File: config.mk
export PLATFORM = sky130hd
export DESIGN_NAME = date_countdown_seven_segment_core
export DESIGN_NICKNAME = d
export VERILOG_FILES = /design/src/rtl/dcss_pkg.sv /design/src/rtl/dcss_day_number.sv /design/src/rtl/date_countdown_seven_segment_core.sv
export SDC_FILE = /design/constraint.sdc
export NUM_CORES = 1
export LEC_CHECK = 0
export BUFFER_PORTS_ARGS = -buffer_cell sky130_fd_sc_hd__buf_2
export CAP_MARGIN = 20
export CORE_MARGIN = 10
export CORE_UTILIZATION = 63
export CTS_CLUSTER_SIZE = 14
export DETAILED_ROUTE_END_ITERATION = 10
export HOLD_SLACK_MARGIN = 0.12
export PLACE_DENSITY = 0.86
export SLEW_MARGIN = 10
export SYNTH_ARGS = -nofsm -noshare
export SYNTH_HDL_FRONTEND = slang
export SYNTH_SLANG_ARGS = --single-unit
File: constraint.sdc
create_clock -name clk -period 7.9 [get_ports clk]
set_clock_uncertainty 0.2 [all_clocks]
set_input_delay 0.395 -clock clk [delete_from_list [all_inputs] [get_ports clk]]
set_output_delay 0.395 -clock clk [all_outputs]
set_load 0.02 [all_outputs]
File: src/rtl/dcss_pkg.sv
package dcss_pkg;

	localparam int unsigned DAY_W      = 6;
	localparam int unsigned MONTH_W    = 5;
	localparam int unsigned YEAR_W     = 8;
	localparam int unsigned TARGET_W   = 15;
	localparam int unsigned DAYNUM_W   = 17;
	localparam int unsigned LEFT_W     = 14;
	localparam int unsigned SEG_W      = 7;
	localparam int unsigned QUOT_W     = 7;

	localparam logic [8:0]  DAYS_PER_YEAR = 9'd365;
	localparam logic [LEFT_W-1:0] DAYS_SATURATE = 14'd9999;
	localparam logic [MONTH_W-1:0] LAST_MONTH = 5'd12;
	localparam logic [MONTH_W-1:0] FEBRUARY   = 5'd2;

	// x / 100 for x < 10000 as (x * 5243) >> 19
	localparam logic [12:0] RECIP_100   = 13'd5243;
	localparam int unsigned RECIP_100_SH = 19;
	// x / 10 for x < 100 as (x * 205) >> 11
	localparam logic [7:0]  RECIP_10    = 8'd205;
	localparam int unsigned RECIP_10_SH  = 11;

	typedef enum logic [1:0] {
		STATUS_FUTURE = 2'd0,
		STATUS_TODAY  = 2'd1,
		STATUS_PAST   = 2'd2
	} status_t;

	// first day of each month in a common year, indexed by month - 1
	function automatic logic [8:0] month_start(input logic [3:0] idx);
		logic [8:0] r;
		case (idx)
			4'd0:  r = 9'd0;
			4'd1:  r = 9'd31;
			4'd2:  r = 9'd59;
			4'd3:  r = 9'd90;
			4'd4:  r = 9'd120;
			4'd5:  r = 9'd151;
			4'd6:  r = 9'd181;
			4'd7:  r = 9'd212;
			4'd8:  r = 9'd243;
			4'd9:  r = 9'd273;
			4'd10: r = 9'd304;
			4'd11: r = 9'd334;
			default: r = 9'd0;
		endcase
		return r;
	endfunction

	// segment a in bit 0
	function automatic logic [SEG_W-1:0] seg_font(input logic [3:0] digit);
		logic [SEG_W-1:0] r;
		case (digit)
			4'd0: r = 7'h3F;
			4'd1: r = 7'h06;
			4'd2: r = 7'h5B;
			4'd3: r = 7'h4F;
			4'd4: r = 7'h66;
			4'd5: r = 7'h6D;
			4'd6: r = 7'h7D;
			4'd7: r = 7'h07;
			4'd8: r = 7'h7F;
			4'd9: r = 7'h6F;
			default: r = 7'h00;
		endcase
		return r;
	endfunction

	// high nibble times ten plus low nibble, nibbles above nine included
	function automatic logic [7:0] bcd_value(input logic [7:0] v);
		return 8'({4'd0, v[7:4]} * 8'd10) + {4'd0, v[3:0]};
	endfunction

endpackage

File: src/rtl/dcss_day_number.sv
module dcss_day_number (
	input  logic [dcss_pkg::YEAR_W-1:0]          year,
	input  logic [dcss_pkg::MONTH_W-1:0]         month,
	input  logic [dcss_pkg::DAY_W-1:0]           day,
	output logic signed [dcss_pkg::DAYNUM_W-1:0] day_num
);

	logic [dcss_pkg::MONTH_W-1:0]  month_c;
	logic [8:0]                    offs;
	logic                          leap_add;
	logic [8:0]                    leap_days;
	logic [dcss_pkg::DAYNUM_W-1:0] base;

	always_comb begin
		month_c = (month > dcss_pkg::LAST_MONTH) ? dcss_pkg::LAST_MONTH : month;
		offs = 9'd0;
		leap_add = 1'b0;
		if (month_c != '0) begin
			offs = dcss_pkg::month_start(4'(month_c - 5'd1));
			leap_add = (year[1:0] == 2'b00) && (month_c > dcss_pkg::FEBRUARY);
		end
		// leap days of all earlier years
		leap_days = ({1'b0, year} + 9'd3) >> 2;
		base = 17'({9'd0, year} * {8'd0, dcss_pkg::DAYS_PER_YEAR})
			+ {8'd0, leap_days} + {8'd0, offs} + {16'd0, leap_add}
			+ {11'd0, day};
		// day zero drops to minus one
		day_num = signed'(base - 17'd1);
	end

endmodule

File: src/rtl/date_countdown_seven_segment_core.sv
// date countdown to a target day with seven-segment digit codes
// input channel: in_valid/in_ready with day_bcd, month_bcd, year_bcd, one BCD
//   date per request, years counted from 2000
// config channel: cfg_valid/cfg_ready with cfg_data, the target day number
//   (days since 1 January 2000); cfg_ready is always high, write only when idle
// output channel: out_valid/out_ready with status_code, alarm_on, days_left and
//   four segment codes; exactly one result per request, in order
// five register stages: decode, day difference, status and saturation,
//   divide by hundred, digit split and segment lookup
// a request passes the decode, difference, status, divide and segment
//   registers in turn before out_valid rises; one request is accepted
//   every cycle while the receiver takes results
// each stage holds its own valid bit and loads when it is empty or its
//   successor moves, so a stalled receiver fills the stages behind it and
//   in_ready drops only when all five hold a request
// reset clears all valid bits and sets the target day number to zero
module date_countdown_seven_segment_core (
	input  logic                               clk,
	input  logic                               arst_n,
	input  logic                               cfg_valid,
	output logic                               cfg_ready,
	input  logic [dcss_pkg::TARGET_W-1:0]      cfg_data,
	input  logic                               in_valid,
	output logic                               in_ready,
	input  logic [dcss_pkg::DAY_W-1:0]         day_bcd,
	input  logic [dcss_pkg::MONTH_W-1:0]       month_bcd,
	input  logic [dcss_pkg::YEAR_W-1:0]        year_bcd,
	output logic                               out_valid,
	input  logic                               out_ready,
	output logic [1:0]                         status_code,
	output logic                               alarm_on,
	output logic [dcss_pkg::LEFT_W-1:0]        days_left,
	output logic [dcss_pkg::SEG_W-1:0]         seg_thousands,
	output logic [dcss_pkg::SEG_W-1:0]         seg_hundreds,
	output logic [dcss_pkg::SEG_W-1:0]         seg_tens,
	output logic [dcss_pkg::SEG_W-1:0]         seg_units
);

	logic [dcss_pkg::TARGET_W-1:0] target_q;

	logic v_s1, v_s2, v_s3, v_s4, v_s5;
	logic r_s1, r_s2, r_s3, r_s4, r_s5;

	logic [dcss_pkg::YEAR_W-1:0]  year_s1;
	logic [dcss_pkg::MONTH_W-1:0] month_s1;
	logic [dcss_pkg::DAY_W-1:0]   day_s1;

	logic signed [dcss_pkg::DAYNUM_W-1:0] day_num;
	logic signed [dcss_pkg::DAYNUM_W-1:0] diff_s2;

	dcss_pkg::status_t              status_s3, status_s4, status_s5;
	logic [dcss_pkg::LEFT_W-1:0]    left_s3, left_s4, left_s5;
	logic [dcss_pkg::QUOT_W-1:0]    quot_s4, rem_s4;

	dcss_pkg::status_t              status_d3;
	logic [dcss_pkg::LEFT_W-1:0]    left_d3;
	logic [26:0]                    prod100;
	logic [dcss_pkg::QUOT_W-1:0]    quot_d4, rem_d4;
	logic [13:0]                    rem_full;
	logic [14:0]                    prod_q, prod_r;
	logic [3:0]                     th_d, hu_d, te_d, un_d;
	logic [dcss_pkg::SEG_W-1:0]     seg3_d, seg2_d, seg1_d, seg0_d;
	logic [dcss_pkg::SEG_W-1:0]     seg3_s5, seg2_s5, seg1_s5, seg0_s5;
	logic                           fut;

	// handshake chain, a stage loads when empty or when its successor moves
	assign r_s5 = !v_s5 || out_ready;
	assign r_s4 = !v_s4 || r_s5;
	assign r_s3 = !v_s3 || r_s4;
	assign r_s2 = !v_s2 || r_s3;
	assign r_s1 = !v_s1 || r_s2;
	assign in_ready = r_s1;
	assign cfg_ready = 1'b1;

	always_ff @(posedge clk or negedge arst_n) begin
		if (!arst_n) begin
			target_q <= '0;
			v_s1 <= 1'b0;
			v_s2 <= 1'b0;
			v_s3 <= 1'b0;
			v_s4 <= 1'b0;
			v_s5 <= 1'b0;
		end else begin
			if (cfg_valid)
				target_q <= cfg_data;
			if (r_s1)
				v_s1 <= in_valid;
			if (r_s2)
				v_s2 <= v_s1;
			if (r_s3)
				v_s3 <= v_s2;
			if (r_s4)
				v_s4 <= v_s3;
			if (r_s5)
				v_s5 <= v_s4;
		end
	end

	dcss_day_number u_day_number (
		.year    (year_s1),
		.month   (month_s1),
		.day     (day_s1),
		.day_num (day_num)
	);

	always_comb begin
		if (diff_s2 > 17'sd0) begin
			status_d3 = dcss_pkg::STATUS_FUTURE;
			if (diff_s2 > signed'({3'd0, dcss_pkg::DAYS_SATURATE}))
				left_d3 = dcss_pkg::DAYS_SATURATE;
			else
				left_d3 = diff_s2[dcss_pkg::LEFT_W-1:0];
		end else if (diff_s2 == 17'sd0) begin
			status_d3 = dcss_pkg::STATUS_TODAY;
			left_d3 = '0;
		end else begin
			status_d3 = dcss_pkg::STATUS_PAST;
			left_d3 = '0;
		end
	end

	always_comb begin
		prod100 = {13'd0, left_s3} * {14'd0, dcss_pkg::RECIP_100};
		quot_d4 = prod100[dcss_pkg::RECIP_100_SH +: dcss_pkg::QUOT_W];
		rem_full = left_s3 - 14'({7'd0, quot_d4} * 14'd100);
		rem_d4 = rem_full[dcss_pkg::QUOT_W-1:0];
	end

	always_comb begin
		prod_q = {8'd0, quot_s4} * {7'd0, dcss_pkg::RECIP_10};
		prod_r = {8'd0, rem_s4} * {7'd0, dcss_pkg::RECIP_10};
		th_d = prod_q[dcss_pkg::RECIP_10_SH +: 4];
		te_d = prod_r[dcss_pkg::RECIP_10_SH +: 4];
		hu_d = 4'(quot_s4 - 7'({3'd0, th_d} * 7'd10));
		un_d = 4'(rem_s4 - 7'({3'd0, te_d} * 7'd10));
		fut = (status_s4 == dcss_pkg::STATUS_FUTURE);
		// leading zeros blank
		seg3_d = (fut && left_s4 >= 14'd1000) ? dcss_pkg::seg_font(th_d) : '0;
		seg2_d = (fut && left_s4 >= 14'd100) ? dcss_pkg::seg_font(hu_d) : '0;
		seg1_d = (fut && left_s4 >= 14'd10) ? dcss_pkg::seg_font(te_d) : '0;
		seg0_d = fut ? dcss_pkg::seg_font(un_d) : '0;
	end

	always_ff @(posedge clk) begin
		if (r_s1 && in_valid) begin
			day_s1 <= dcss_pkg::DAY_W'(dcss_pkg::bcd_value({2'd0, day_bcd}));
			month_s1 <= dcss_pkg::MONTH_W'(dcss_pkg::bcd_value({3'd0, month_bcd}));
			year_s1 <= dcss_pkg::bcd_value(year_bcd);
		end
		if (r_s2 && v_s1)
			diff_s2 <= signed'({2'd0, target_q}) - day_num;
		if (r_s3 && v_s2) begin
			status_s3 <= status_d3;
			left_s3 <= left_d3;
		end
		if (r_s4 && v_s3) begin
			status_s4 <= status_s3;
			left_s4 <= left_s3;
			quot_s4 <= quot_d4;
			rem_s4 <= rem_d4;
		end
		if (r_s5 && v_s4) begin
			status_s5 <= status_s4;
			left_s5 <= left_s4;
			seg3_s5 <= seg3_d;
			seg2_s5 <= seg2_d;
			seg1_s5 <= seg1_d;
			seg0_s5 <= seg0_d;
		end
	end

	assign out_valid = v_s5;
	assign status_code = status_s5;
	assign alarm_on = (status_s5 == dcss_pkg::STATUS_TODAY);
	assign days_left = left_s5;
	assign seg_thousands = seg3_s5;
	assign seg_hundreds = seg2_s5;
	assign seg_tens = seg1_s5;
	assign seg_units = seg0_s5;

endmodule

==> results of run 1 <==
-- critical path: stages (launching register included) --
cell	delay [ns]
edfxtp_1	0.45
a21oi_1	0.21
and2_2	0.23
inv_1	0.12
ha_1	0.25
inv_1	0.07
ha_2	0.34
a21o_1	0.20
a22oi_1	0.14
nor2_1	0.07
ha_1	0.30
inv_1	0.07
fa_1	0.53
inv_1	0.04
ha_1	0.31
fa_1	0.44
fa_1	0.51
inv_1	0.06
fa_1	0.45
ha_1	0.35
and3b_1	0.22
o211ai_1	0.24
a21oi_1	0.14
o21a_1	0.22
or4_1	0.43
a311o_1	0.33
o31ai_2	0.22
xnor2_1	0.11
-- area by class of cell --
| class | instances | area (sq um) |
|---|---|---|
| timing repair buffer | 117 | 758 |
| clock inverter | 14 | 91.3 |
| fill | 1432 | 6550 |
| inverter | 282 | 1060 |
| tap | 285 | 357 |
| clock buffer | 18 | 429 |
| sequential | 144 | 4220 |
| multi-input combinational | 869 | 9170 |
-- flip-flops by register name, indices dropped and copies added (netlist names), 6 cells and up --
| signal | flops |
|---|---|
| diff_s2 | 17 |
| target_q | 15 |
| days_left | 14 |
| left_s3 | 14 |
| left_s4 | 14 |
| year_s1 | 8 |
| quot_s4 | 7 |
| seg_hundreds | 7 |
| seg_tens | 7 |
| seg_thousands | 7 |
| seg_units | 7 |
| day_s1 | 6 |
-- placed cells by master, fill, tap and decap left out, drive strengths merged, types with 3 or more instances in the layout --
cell	n
nor2b	7
buf	88
a21o	14
edfxtp	124
nand3	20
ha	287
and3	6
or2	6
o21bai	5
clkinv	9
nor2	54
nand2b	13
a21oi	53
xor2	15
nor4	7
and2	15
nand2	44
mux2i	4
o21a	9
o21ai	28
a211o	3
o211ai	7
nor3	16
clkbuf	18
dlygate4sd3	29
or4	4
xnor2	44
a31oi	10
mux2	9
o311ai	4
fa	139
dfrtp	20
nand4	9
inv	285
-- through the flow --
stage | cells | utilization (%) | setup slack [ns]
4_1_cts | 1727 | 70.9 | 0.278
2_1_floorplan | 1308 | - | 0.876
3_5_place_dp | 1666 | 67.3 | 0.324
3_3_place_gp | 1666 | 67.3 | 0.649
6_report | 1729 | 71.1 | 0.407
5_1_grt | 1729 | 71.1 | 0.0495
-- final timing paths --
check | end | start | cells past startpoint | slack, ns
worst max-delay path | diff_s2[16] | month_s1[2] | 27 | 0.41
worst min-delay path | month_s1[4] | month_bcd[3] | 3 | 0.20
worst max register to register | diff_s2[16] | month_s1[2] | 27 | 0.41
worst min register to register | status_s4[0] | status_s3[0] | 0 | 0.21
max in group asynchronous | v_s3 | arst_n | 2 | 6.85
min in group asynchronous | target_q[10] | arst_n | 2 | 0.26
-- cell usage after synthesis (all sizes together) (2+ instances only) --
master and count:
a21o 14, nand4 9, or3 2, a211o 3, xor2 15, nor4b 2, a21boi 2, a21oi 53
o21ai 28, buf 4, ha 287, o211ai 7, mux2 9, a31o 2, nor2 54, mux2i 4
dfrtp 20, nand3 20, clkbuf 9, xnor2 44, a31oi 10, o311ai 4, or2 6, and2 15
o31ai 2, inv 282, nand2b 13, a22oi 2, nor2b 7, a22o 2, edfxtp 124, nor4 7
nand3b 2, o21bai 5, nand2 44, and3 6, fa 139, or4 4, o21a 9, a2111oi 2
nor3 16
-- logic make-up after synthesis --
group / Yosys count / share of synthesized area (%)
muxes: 13 / 0.976
adders and majority gates: 426 / 44.0
and+or+nand+nor: 211 / 7.36
DFF: 144 / 29.1
xor gates and xnor gates: 60 / 3.82
other: 1 / 0.0259
buffers and inverters: 295 / 7.67
AOI/OAI and AO/OA: 158 / 7.03
-- per-layer routing --
metal	vias up	track usage, %	wire [um]
met5	-	0	0
met4	0	7.33	766
met3	68	4.40	2020
met2	339	38.2	15800
met1	4831	24.4	11900
li1	4631	-	-
-- timing repair --
action | in CTS | in global routing
resized for setup | 0 | 3
endpoints found under the hold margin | 46 | 0
endpoints found under the setup margin | 0 | 1
hold buffers | 29 | 0
==> impl_results.md, run 1 <==
* Tmin final at ~7.5 ns
* Final Slew Violations at 0
* Final period util at a little over nine tenths
* Clk buf depth at 2
* Slew at the pin with the worst max-slew slack at between 0.8 and 0.9 ns
* Drt first pass iters at 8
* Post-synthesis sequential area ratio at between 20% and 30%
* Distinct cells, synth at 66
* CP endpoint kind: register
* Mean Syn Cell Area at about 11 sq um
* ANT cells at 0
* Largest net degree at the start of global routing at 45
* Cell Area, Synth at approximately 14000 sq um
* Fin area at 16100 sq um
* Inserted Clock Buffers at 17
* Setup TNS at 0 ns
* P&R area growth vs syn at 11.0%
* Die W at around 170 um
* Final Hold Viols at 0
* H-tree levels at 4
* Layout Nets at 1896
* Setup Buffers After CTS at 0
* Core area at about 23000 sq um
* Relative slew margins at about two fifths
* Critical Path AT at 7.47 ns
* Total wire length at between 30 and 40 mm
* CP max FO at 13
* Crit Path Class: register to register
* RSZ-0062 raised after global routing: no
* Vias in the first global route at 10500
* First-pass GRT wire length at a little under 50 mm
* Most used flip-flop cell after synthesis: edfxtp_1
* Drt wl/cell at 17.6 um
* Register bit total from synthesis at about 140
* Initial antenna violation count at 0
* Via count at between 9000 and 10000
* Status: finished, final reports clean
* DRT iter0 DRCs at roughly 830
* GP Congestion at ~0.89
* Mapped Cells at 1308
* Synth area leader: edfxtp_1
* DIE HEIGHT at ~170 um
* Clock sinks at between 100 and 150
* Area after DPL at 15200 sq um
* GRT Resource Usage Total at about a fifth
* Synth top area cells: edfxtp_1 (26%), ha_1 (25%), fa_1 (19%)
* Die Area at between 20000 and 30000 sq um
* I/O Pins at 87
* Post-synth net total at roughly 1800
* Layout cells sized above 1 at between 10% and 20%
* Max Freq at ~130 MHz
* Max-Cap Viols at 0
* Root Buffer: clkbuf_16
* Grt ovf at 0
* Initial Utilization at approximately 64%
* Drc violations at 0
* Share of the synthesized area in the top cell type at about a quarter
* Critical path data required time at between 7 and 8 ns
* HP Class: input pin to register
* Synth warn at 0
* DP HPWL at 23.4 mm
* Port Buffers at 85
* # setup viols final at 0
* Vias/cell at about 5.7
* Number of synthesized flops with an enable pin at ~120
* Post-DRT Antenna Nets at 0
* Reg clk slew, reported paths at 0.06 ns
* Crit path launch type: register
* Asr flop ratio synth at 13.9%
* # rows at between 50 and 60
* Clock latency on the worst-skew pair at approximately 0.43 ns
* Hold Slack at 0.196 ns
* TritonCTS clock tree: yes
Power of run 1 is not shown: default switching activity piles up to over one toggle a cycle in this logic, so the estimate is an artifact.
==> run 2: changes to the inputs <==
--- a/config.mk
+++ b/config.mk
@@ -5,6 +5,7 @@
 export SDC_FILE = /design/constraint.sdc
 export NUM_CORES = 1
 export LEC_CHECK = 0
+export ABC_AREA = 1
 export BUFFER_PORTS_ARGS = -buffer_cell sky130_fd_sc_hd__buf_2
 export CAP_MARGIN = 20
 export CORE_MARGIN = 10
==> run 2 against run 1 <==
Compared with the run above:
- critical path depth is 5 higher
- die area is 2.8% higher
- area after synthesis is 3.1% higher
- flip-flop and latch count stayed put
- clock-buffer cell count is 1 lower
- non-clock buffer count stayed put
- final cell count is 14% higher
==> impl_results.md, run 2 <==
* Status: finished, final reports clean
* Commonest non-fill, non-tap cell in the layout: inv_1
* Via count at approximately 11000
* Root Buffer: clkbuf_16
* First-pass GRT wire length at roughly 58 mm
* Total wire length at about 36 mm
* Final Slew Violations at 0
* Number of synthesized flops with an enable pin at approximately 120
* Final Hold Viols at 0
* Vias in the first global route at about 12000
* GRT Resource Usage Total at a little under a quarter
* Layout Nets at about 2100
* Commonest non-fill, non-tap cells in the layout: inv_1 (355), ha_1 (287), nand2_1 (180)
* Register-to-Register Setup Slack at ~0.40 ns
* Critical path data required time at 7.90 ns
* Largest Register: diff_s2
* Worst Hold Depth at 2
* RSZ-0062 raised after global routing: no
* Drc violations at 0
* Distinct cells, synth at between 50 and 60
* CP max FO at 6
* Largest net degree at the start of global routing at 45
* Cell Area, Synth at approximately 15000 sq um
* Port Buffers at 85
* Drt first pass iters at 6
* Relative slew margins at 54.4%
* Fin cells at about 2000
* Clk buf depth at 2
* Synth top area cells: edfxtp_1 (25%), ha_1 (24%), fa_1 (19%)
* Reg clk slew, reported paths at about 0.080 ns
* Post-synth net total at about 2000
* Largest regs: diff_s2: 17 flops, target_q: 15 flops
* Vias/cell at 5.65
* Asr flop ratio synth at ~14%
* Inst Count DP at 1908
* Max reg flops at 17
* Initial Utilization at 63.9%
* Layout fillers at around 1500
* Reg2reg end: diff_s2[13]
* P&R area growth vs syn at 11.8%
* DIE HEIGHT at around 170 um
* # setup viols final at 0
* Inserted Clock Buffers at 17
* Die W at 174 um
* Grt ovf at 0
* Slew at the pin with the worst max-slew slack at a little under 0.7 ns
* Post-DRT Antenna Nets at 0
* DP HPWL at roughly 26 mm
* Critical path's largest stage delay at 0.58 ns
* H-tree levels at 4
* Most used flip-flop cell after synthesis: edfxtp_1
* Core area at 23400 sq um
* CP endpoint kind: register
* I/O Pins at 87
* Crit path launch type: register
* # rows at between 50 and 60
* Clock sinks at 144
* Setup TNS at 0 ns
* Layout cells sized above 1 at between 9 and 10%
* Max-Cap Viols at 0
* Commonest cells post-synth: inv_1 (355), ha_1 (287), nand2_1 (180)
* CTS resizes at 0
* Mapped Cells at about 1500
* Register bit total from synthesis at between 100 and 150
* Post-synthesis sequential area ratio at roughly 28%
* Max Freq at approximately 130 MHz
* Worst R2R Start: month_s1[1]
* Critical Path AT at between 7 and 8 ns
* Initial antenna violation count at 1
* DRT iter0 DRCs at between 1000 and 1500
* Synth warn at 0
* Crit path top cell by count: nand2_1
* Tmin final at ~7.5 ns
* Share of the synthesized area in the top cell type at 24.9%
* Synth area leader: edfxtp_1
* Most common cell in the netlist: inv_1
* Mean Syn Cell Area at around 10 sq um
* Worst Hold Path EP: day_s1[4]
* FF-to-FF path depth at 32
* Die Area at 30300 sq um
* Drt wl/cell at ~18 um
* HP Class: input pin to register
* GP Congestion at between 0.9 and 1
* Crit Path Class: register to register
* Final period util at about 95%
* CP max stage cell: fa_1
* TritonCTS clock tree: yes
* Hold Crit Start: day_bcd[5]
* Clock latency on the worst-skew pair at approximately 0.44 ns
-- run 2: cell count changes after synthesis, sizes merged, moves of 11 or more --
cell / before / now
a21oi: 53 / 72
and2: 15 / 2
inv: 282 / 358
nand2: 44 / 190
nand2b: 13 / 0
nand3: 20 / 47
nor2: 54 / 99
nor3: 16 / 5
o21ai: 28 / 49
xnor2: 44 / 16
xor2: 15 / 34
-- run 2: cell families after synthesis --
family | Yosys count | share of synthesized area (%)
other | 1 | 0.0251
and+or+nand+nor | 365 | 10.6
AOI/OAI and AO/OA | 151 | 5.63
xor gates and xnor gates | 50 | 3.16
DFF | 144 | 28.3
adders and majority gates | 426 | 42.6
buffers and inverters | 365 | 9.22
muxes | 6 | 0.452
-- run 2: area by class of cell --
| type | count | area, sq um | share of cell area (%) |
|---|---|---|---|
| repair buffers | 117 | 768 | 4.60 |
| inverters | 359 | 1350 | 8.08 |
| clock inverters | 15 | 193 | 1.15 |
| multi-input cells | 999 | 9350 | 55.9 |
| diodes | 1 | 2.50 | 0.0150 |
| well taps | 319 | 399 | 2.39 |
| clock buffers | 17 | 425 | 2.55 |
| flip-flops and latches | 144 | 4220 | 25.3 |
-- run 2: stage by stage --
step	area, sq um	hold WS, ns	util [%]	worst slack, ns
6_report	16700	0.129	71.4	0.395
5_1_grt	16700	0.121	71.4	0.0235
4_1_cts	16700	0.124	71.2	0.705
3_5_place_dp	15800	0.187	67.4	0.977
3_3_place_gp	15800	0.183	67.4	1.23
2_1_floorplan	14900	-0.101	-	1.58
-- run 2: repair_timing --
action / CTS / global route
hold endpoints to repair: 45 / 0
endpoints found under the setup margin: 0 / 0
setup buffers: 0 / 0
hold buffers: 28 / 0
-- run 2: worst max path at each step --
stage | cells after the start | endpoint | start | slack, ns
6_report | 32 | diff_s2[13] | month_s1[1] | 0.40
5_1_grt | 32 | diff_s2[13] | month_s1[1] | 0.02
4_1_cts | 32 | diff_s2[13] | month_s1[1] | 0.70
3_5_place_dp | 32 | diff_s2[13] | month_s1[1] | 0.98
3_3_place_gp | 32 | diff_s2[13] | month_s1[0] | 1.23
2_1_floorplan | 29 | diff_s2[14] | month_s1[1] | 1.58
-- run 2: critical path: cells and delay by family, from the launching register on --
kind / cells / cell delay [ns]
AOI/OAI and AO/OA: 6 / 1.24
adders and majority gates: 9 / 3.52
buffers and inverters: 5 / 0.62
DFF: 1 / 0.38
and+or+nand+nor: 12 / 1.28
-- run 2: routing by layer --
metal | GRT usage [%] | up-vias | wire length (um)
met1 | 25.7 | 5298 | 13000
met3 | 5.09 | 170 | 2680
met4 | 11.2 | 0 | 1860
met2 | 42.8 | 574 | 18700
li1 | - | 5094 | -
met5 | 0 | - | 0
Power of run 2 is left out for the same reason.
